[config.mk]
export PLATFORM = sky130hd
export DESIGN_NAME = euzyx_cordic_lane
export DESIGN_NICKNAME = d
export VERILOG_FILES = /design/src/rtl/core/euzyx_pkg.sv /design/src/rtl/core/euzyx_cordic_lane.sv
export SDC_FILE = /design/constraint.sdc
export NUM_CORES = 2
export LEC_CHECK = 0
export BUFFER_PORTS_ARGS = -buffer_cell sky130_fd_sc_hd__buf_2
export CAP_MARGIN = 10
export CORE_ASPECT_RATIO = 1.75
export CORE_MARGIN = 5
export CORE_UTILIZATION = 25
export DETAILED_ROUTE_END_ITERATION = 16
export GPL_ROUTABILITY_DRIVEN = 0
export GPL_TIMING_DRIVEN = 0
export PLACE_DENSITY = 0.38
export RECOVER_POWER = 25
export SLEW_MARGIN = 20
export SYNTH_ARGS = -nofsm -noshare
export SYNTH_HDL_FRONTEND = slang
export SYNTH_SLANG_ARGS = --single-unit
[constraint.sdc]
create_clock -name i_clk -period 10 [get_ports i_clk]
set_input_delay 1.5 -clock i_clk [delete_from_list [all_inputs] [get_ports i_clk]]
set_output_delay 1.5 -clock i_clk [all_outputs]
set_load 0.005 [all_outputs]
[src/rtl/core/euzyx_pkg.sv]
// Shared constants, payload types and arithmetic helpers of the rotation matrix unit.
package euzyx_pkg;

    localparam int ANGLE_BITS   = 16;
    localparam int ENTRY_BITS   = 16;
    localparam int CORDIC_STEPS = 16;

    // internal fixed point: Q30 in 32-bit lanes
    localparam int QF        = 30;
    localparam int VAL_W     = QF + 2;
    localparam int ANG_W     = QF + 3;
    localparam int ANG_SHIFT = QF - (ANGLE_BITS - 3);
    localparam int SUM_W     = VAL_W + 1;

    localparam int FE       = ENTRY_BITS - 2;
    localparam int ROUND_SH = QF - FE;

    localparam int LANE_STAGES  = CORDIC_STEPS + 2;
    localparam int MERGE_STAGES = 4;
    localparam int PIPE_STAGES  = LANE_STAGES + MERGE_STAGES;

    localparam logic signed [ANG_W-1:0] PI_Q      = 33'sd3373259426;
    localparam logic signed [ANG_W-1:0] HALF_PI_Q = 33'sd1686629713;
    localparam logic signed [VAL_W-1:0] GAIN_Q    = 32'sd652032874;

    localparam logic signed [2*VAL_W-1:0] RMUL_HALF  = 64'sd1 <<< (QF - 1);
    localparam logic signed [SUM_W:0]     RND_HALF   = (SUM_W + 1)'((longint'(1) << ROUND_SH) >> 1);
    localparam logic signed [SUM_W:0]     ENTRY_ONE  = (SUM_W + 1)'(longint'(1) << FE);

    localparam logic signed [VAL_W-1:0] ATAN_Q [32] = '{
        32'sd843314856, 32'sd497837829, 32'sd263043836, 32'sd133525158,
        32'sd67021686,  32'sd33543515,  32'sd16775850,  32'sd8388437,
        32'sd4194282,   32'sd2097149,   32'sd1048575,   32'sd524287,
        32'sd262143,    32'sd131071,    32'sd65535,     32'sd32767,
        32'sd16383,     32'sd8191,      32'sd4095,      32'sd2047,
        32'sd1023,      32'sd511,       32'sd255,       32'sd127,
        32'sd63,        32'sd31,        32'sd15,        32'sd7,
        32'sd3,         32'sd1,         32'sd0,         32'sd0
    };

    typedef struct packed {
        logic signed [ANGLE_BITS-1:0] roll_angle;
        logic signed [ANGLE_BITS-1:0] pitch_angle;
        logic signed [ANGLE_BITS-1:0] yaw_angle;
    } t_in_req;

    typedef struct packed {
        logic signed [ENTRY_BITS-1:0] r_xx;
        logic signed [ENTRY_BITS-1:0] r_xy;
        logic signed [ENTRY_BITS-1:0] r_xz;
        logic signed [ENTRY_BITS-1:0] r_yx;
        logic signed [ENTRY_BITS-1:0] r_yy;
        logic signed [ENTRY_BITS-1:0] r_yz;
        logic signed [ENTRY_BITS-1:0] r_zx;
        logic signed [ENTRY_BITS-1:0] r_zy;
        logic signed [ENTRY_BITS-1:0] r_zz;
    } t_out_req;

    typedef struct packed {
        logic signed [VAL_W-1:0] cos_v;
        logic signed [VAL_W-1:0] sin_v;
    } t_cs;

    // Q30 product, rounded half up
    function automatic logic signed [VAL_W-1:0] rmul(
        input logic signed [VAL_W-1:0] a,
        input logic signed [VAL_W-1:0] b
    );
        logic signed [2*VAL_W-1:0] p;
        p = a * b;
        p = p + RMUL_HALF;
        return VAL_W'(p >>> QF);
    endfunction

    // Q30 sum to output format: round to nearest, clamp to plus or minus one
    function automatic logic signed [ENTRY_BITS-1:0] to_entry(
        input logic signed [SUM_W-1:0] v
    );
        logic signed [SUM_W:0] r;
        r = (SUM_W + 1)'(v) + RND_HALF;
        r = r >>> ROUND_SH;
        if (r > ENTRY_ONE) begin
            r = ENTRY_ONE;
        end else if (r < -ENTRY_ONE) begin
            r = -ENTRY_ONE;
        end
        return ENTRY_BITS'(r);
    endfunction

endpackage

[src/rtl/core/euzyx_cordic_lane.sv]
// One angle lane: range reduction, pipelined rotation-mode CORDIC, quadrant fix-up.
module euzyx_cordic_lane (
    input  logic                                   i_clk,
    input  logic signed [euzyx_pkg::ANGLE_BITS-1:0] i_angle,
    input  logic [euzyx_pkg::LANE_STAGES-1:0]       i_en,
    output euzyx_pkg::t_cs                          o_cs
);
    import euzyx_pkg::*;

    logic signed [VAL_W-1:0] r_x    [CORDIC_STEPS+1];
    logic signed [VAL_W-1:0] r_y    [CORDIC_STEPS+1];
    logic signed [VAL_W-1:0] r_z    [CORDIC_STEPS+1];
    logic                    r_flip [CORDIC_STEPS+1];
    t_cs                     r_cs;

    logic signed [ANG_W-1:0] w_z_full;
    logic signed [ANG_W-1:0] n_z_red;
    logic                    n_flip;

    // fold the angle into [-pi/2, pi/2]; the fold negates cosine and sine
    always_comb begin
        w_z_full = ANG_W'(i_angle) <<< ANG_SHIFT;
        n_z_red  = w_z_full;
        n_flip   = 1'b0;
        if (w_z_full > HALF_PI_Q) begin
            n_z_red = w_z_full - PI_Q;
            n_flip  = 1'b1;
        end else if (w_z_full < -HALF_PI_Q) begin
            n_z_red = w_z_full + PI_Q;
            n_flip  = 1'b1;
        end
    end

    always_ff @(posedge i_clk) begin
        if (i_en[0]) begin
            r_x[0]    <= GAIN_Q;
            r_y[0]    <= '0;
            r_z[0]    <= VAL_W'(n_z_red);
            r_flip[0] <= n_flip;
        end
    end

    for (genvar k = 1; k <= CORDIC_STEPS; k++) begin : g_step
        localparam int I = k - 1;
        logic signed [VAL_W-1:0] w_xs;
        logic signed [VAL_W-1:0] w_ys;

        assign w_xs = r_x[k-1] >>> I;
        assign w_ys = r_y[k-1] >>> I;

        always_ff @(posedge i_clk) begin
            if (i_en[k]) begin
                r_flip[k] <= r_flip[k-1];
                if (!r_z[k-1][VAL_W-1]) begin
                    r_x[k] <= r_x[k-1] - w_ys;
                    r_y[k] <= r_y[k-1] + w_xs;
                    r_z[k] <= r_z[k-1] - ATAN_Q[I];
                end else begin
                    r_x[k] <= r_x[k-1] + w_ys;
                    r_y[k] <= r_y[k-1] - w_xs;
                    r_z[k] <= r_z[k-1] + ATAN_Q[I];
                end
            end
        end
    end

    always_ff @(posedge i_clk) begin
        if (i_en[LANE_STAGES-1]) begin
            if (r_flip[CORDIC_STEPS]) begin
                r_cs.cos_v <= -r_x[CORDIC_STEPS];
                r_cs.sin_v <= -r_y[CORDIC_STEPS];
            end else begin
                r_cs.cos_v <= r_x[CORDIC_STEPS];
                r_cs.sin_v <= r_y[CORDIC_STEPS];
            end
        end
    end

    assign o_cs = r_cs;

endmodule

Word-level counts from Yosys, hierarchy flattened
Memory sizes are Yosys's and may differ from the RTL's.
Cells that the tools add are included.
{ "totals": {"output_inout_bits": 64, "reg_bits": 64, "wordCells": 338, "mem_count": 4, "inputBits": 35, "ramBits": 1649} }
{ "op_classes": {"order_cmp": 2, "add_sub_neg": 99, "bitwise_logic": 48, "mux": 183} }
{ "mem_list": {"columns": ["memory", "depth", "width", "rd", "rd_ports_with_merged_regs", "write_ports", "line", "text"], "rows": [
  ["r_x", 17, 32, 17, 0, 17, "euzyx_cordic_lane.sv:10", "logic signed [VAL_W-1:0] r_x [CORDIC_STEPS+1];"],
  ["r_y", 17, 32, 17, 0, 17, "euzyx_cordic_lane.sv:11", "logic signed [VAL_W-1:0] r_y [CORDIC_STEPS+1];"],
  ["r_z", 17, 32, 16, 0, 17, "euzyx_cordic_lane.sv:12", "logic signed [VAL_W-1:0] r_z [CORDIC_STEPS+1];"],
  ["r_flip", 17, 1, 17, 0, 17, "euzyx_cordic_lane.sv:13", "logic r_flip [CORDIC_STEPS+1];"]
]} }
{ "ops": {"columns": ["op", "count"], "rows": [
  ["2-to-1 mux 32 bit", 50],
  ["2-to-1 mux 1 bit", 132],
  ["adder 32 x 17 -> 32 bit", 2],
  ["adder 32 x 18 -> 32 bit", 2],
  ["adder 32 x 19 -> 32 bit", 2],
  ["adder 32 x 20 -> 32 bit", 2],
  ["adder 32 x 21 -> 32 bit", 2],
  ["adder 32 x 22 -> 32 bit", 2],
  ["adder 32 x 23 -> 32 bit", 2],
  ["adder 32 x 24 -> 32 bit", 2],
  ["adder 32 x 25 -> 32 bit", 2],
  ["adder 32 x 26 -> 32 bit", 2],
  ["adder 32 x 27 -> 32 bit", 2],
  ["adder 32 x 28 -> 32 bit", 2],
  ["adder 32 x 29 -> 32 bit", 2],
  ["adder 32 x 30 -> 32 bit", 2],
  ["adder 32 x 31 -> 32 bit", 2],
  ["adder 32 x 31 -> 32 bit, second input constant", 2],
  ["2-to-1 mux 64 bit", 1],
  ["negator 32 bit", 2],
  ["subtractor 32 x 17 -> 32 bit", 2],
  ["subtractor 32 x 18 -> 32 bit", 2],
  ["subtractor 32 x 19 -> 32 bit", 2],
  ["subtractor 32 x 20 -> 32 bit", 2],
  ["other kinds (47)", 107]
]} }

Longest topological paths before layout
An unclocked memory read counts as a cell.
{ "logic_depth": {"ltp_word": 5, "depth_mapped": 22, "mapped_depth_nobuf": 22} }

Worst setup path after synthesis
No wires, ideal clock.
{ "synth_path": {"kind": "in2reg", "startpoint": "input i_en[14] (netlist name)", "endpoint": "memory r_y[14][28] (netlist name), data pin", "setup_time_ns": 0.264, "n_path_buf": 1, "t_arrival_ns": 5.544, "cell_stages": 15, "setup_slack_ns": 4.192, "required_ns": 9.736, "path_cell_list": "nand2_1 clkbuf_1 mux2i_1 fa_1 a21o_1 a221oi_1 a21oi_1 a211oi_1 a21oi_1 a221o_1 a22o_1 o41ai_1 or3_1 a31oi_1 xor2_1"} }
{ "synth_rtl": {"columns": ["item", "line", "text"], "rows": [
  ["start: declaration", "euzyx_cordic_lane.sv:5", "input logic [euzyx_pkg::LANE_STAGES-1:0] i_en,"],
  ["end: declaration", "euzyx_cordic_lane.sv:11", null]
]} }

==> results by group <==
Status
  • Run status: finished with violations
  • Failing checks: capacitance limit, slew limit

CTS
  • CTS tree: done
  • Root Driver: clkbuf_16
  • Post-CTS Setup Bufs: 0
  • Worst-Skew Late Latency: 0.89 ns
  • CTS sink cnt: between 1000 and 1500
  • Clk slew on worst S/H paths: around 0.060 ns
  • TritonCTS Buffers: 183
  • CTS Hold Bufs: 0
  • Post_cts resized: 0
  • Deepest clock path buffer count: 4
  • Max H-tree Level: 4

Setup path
  • Critical-path maximum fanout: 10
  • Worst path required time: approximately 11 ns
  • Critical Path AT: 8.53 ns
  • Startpoint Class: input port
  • Kind of capture point of the worst setup path: register
  • CP Class: in2reg

Finish
  • Nets: 14560
  • Design area: 0.1388 mm2
  • Filler cells: 52040
  • Final std cells w/o fill: 19700
  • Commonest non-fill, non-tap cell in the layout: edfxtp_1
  • Commonest cells after routing, fill and taps aside: 1467 x edfxtp_1, 1438 x ha_1, 1280 x a21oi_1
  • Area added between synthesis and finish: 12.82%
  • Layout cell share with drive strength beyond 1: 0.04058
  • Finished Core Util: 0.2824

Timing
  • Max Freq: roughly 0.13 GHz
  • Clk_skew: 0.04395 ns
  • Slew Viols, Final: 692
  • Crit path time final: approximately 7.9 ns
  • Period utilization: 0.7910
  • Final count of negative-setup-slack endpoints: 0
  • Max-slew headroom: -0.9678
  • Setup TNS: 0 ns
  • Slew @ Worst Pin: slightly below 3 ns
  • Final Hold Vio Count: 0
  • Unrepaired setup endpoints after global routing: no

Yosys
  • Synth Area per Inst: about 9.7 um2
  • Mapped cell area: approximately 0.12 mm2
  • EDFF count, synth: roughly 1500
  • Post-Syn Instances: about 13000
  • Seq/Total Area, Yosys: 0.3581
  • Top post-synthesis cells by area: edfxtp_1 36%, ha_1 15%, xnor2_1 8.4%
  • Syn. warnings: 0
  • Distinct cell type count after synthesis: 94
  • Ys flop type: edfxtp_1
  • Largest area contributor in the netlist: edfxtp_1
  • Mapped Nets: around 14000
  • #FFs+latches synth: roughly 1500
  • Ys async rst share: 0
  • Post-synth top area share: 0.3581

Floorplanning
  • Area of the die: 0.5068 mm2
  • DIE WIDTH: roughly 540 um
  • Initial core utilization: 0.2503
  • Die Y-Extent: between 900 and 1000 um
  • Ports: 99
  • Number of cell rows: about 340
  • Core region area: just under 0.5 mm2

Global route
  • Largest net degree at the start of global routing: 57
  • First-pass GRT wire length: ~610000 um
  • Initial antenna violation count: 19
  • Vias in the first global route: ~100000
  • Grt total ovfl: 0
  • GRT Overall Usage: 0.1605

Route
  • Detail-routed via count per cell: ~4.7
  • Vias: ~93000
  • Routed length per placed instance: ~21 um
  • Remaining DRCs: 0
  • 1st-iter DRT viols: approximately 3300
  • Total Routed Length: roughly 420000 um
  • DRT antenna net count: 0
  • Number of iterations in the first detailed-routing pass: 5

Placed design
  • Placed cell count: 19370
  • HPWL after DPL: 356600 um
  • Number of buffers added on ports: just over 90
  • Placement Cell Area: approximately 0.13 mm2

Flow run
  • Maxcap violations: 16

Min path
  • HP Class: reg2reg
==> state kept, by name (all words and copies together), names as in the netlist <==
signal  flops
r_x       456
r_y       481
r_flip     16
o_cs       64
r_z       450
==> cells by family after synthesis <==
family / Yosys count / synth area share
AO/OA/AOI/OAI: 3902 / 0.2006
buffers and inverters: 703 / 0.02149
adder cells (fa/ha/maj): 1480 / 0.1531
XOR/XNOR: 1824 / 0.1299
flip-flops: 1467 / 0.3581
AND/OR/NAND/NOR: 3225 / 0.1271
multiplexers: 114 / 0.009754
==> routing by layer <==
| layer | GRT usage | share of wire |
|---|---|---|
| met1 | 0.1019 | 0.25 |
| met2 | 0.3585 | 0.61 |
| met3 | 0.01567 | 0.021 |
| met4 | 0.1593 | 0.12 |
| met5 | 0 | 0 |
==> area by class of cell <==
class                      count  area [um2]  area share
clock buffer                 234        4941     0.03560
buffer                       225       888.4    0.006401
inverter                     478        1795     0.01294
clock inverter                93        1021    0.007357
sequential                  1467       44050      0.3174
antenna                        3       7.507  0.00005409
tap                         6517        8154     0.05875
timing repair buffer         141        1471     0.01060
multi-input combinational  10550       76450      0.5509
==> through the flow <==
step,hold slack (ns),setup slack (ns)
after floorplan,0.4003,4.192
after global placement,0.4061,-0.6533
after detailed placement,0.4080,1.262
after CTS,0.4224,2.260
after global routing,0.4268,2.067
final,0.4197,2.090
==> critical path: stages <==
cell,delay (ns)
clkbuf_1,0.24
nand2_1,0.41
inv_1,0.17
clkbuf_1,0.69
buf_1,0.72
nor2_1,0.12
xor2_1,0.61
ha_1,0.34
o21a_1,0.17
a2111oi_0,0.15
o21ai_1,0.30
nand4_1,0.20
o2111ai_1,1.07
nand3_1,0.31
a31o_1,0.31
a2111oi_0,0.68
o211ai_1,0.21
a21oi_1,0.21
xnor2_1,0.08
==> synthesized netlist by cell type, drive strengths merged (63+ instances only) <==
| cell type | instances |
|---|---|
| o31ai | 145 |
| and2 | 63 |
| or3 | 88 |
| mux2i | 67 |
| nand2 | 763 |
| a21o | 651 |
| nor2b | 160 |
| a21oi | 1283 |
| xor2 | 645 |
| nand3 | 215 |
| nor4 | 78 |
| o21ai | 732 |
| nor2 | 951 |
| a31oi | 132 |
| and3 | 102 |
| nand2b | 212 |
| o21a | 203 |
| clkbuf | 187 |
| o21bai | 139 |
| nand4 | 102 |
| xnor2 | 1179 |
| edfxtp | 1467 |
| nor3 | 268 |
| ha | 1438 |
| inv | 471 |
| a211oi | 104 |
==> final timing paths <==
check         startpoint           to  cells past startpoint  slack, ns
max reg2reg  r_z[12][31]  r_x[13][31]                     18       2.70
min reg2reg   r_flip[12]   r_flip[13]                      0       0.42
max             i_en[13]  r_x[13][31]                     19       2.09
min           r_flip[12]   r_flip[13]                      0       0.42
Power is not shown: default switching activity piles up to over one toggle a cycle in this logic, so the estimate is an artifact.
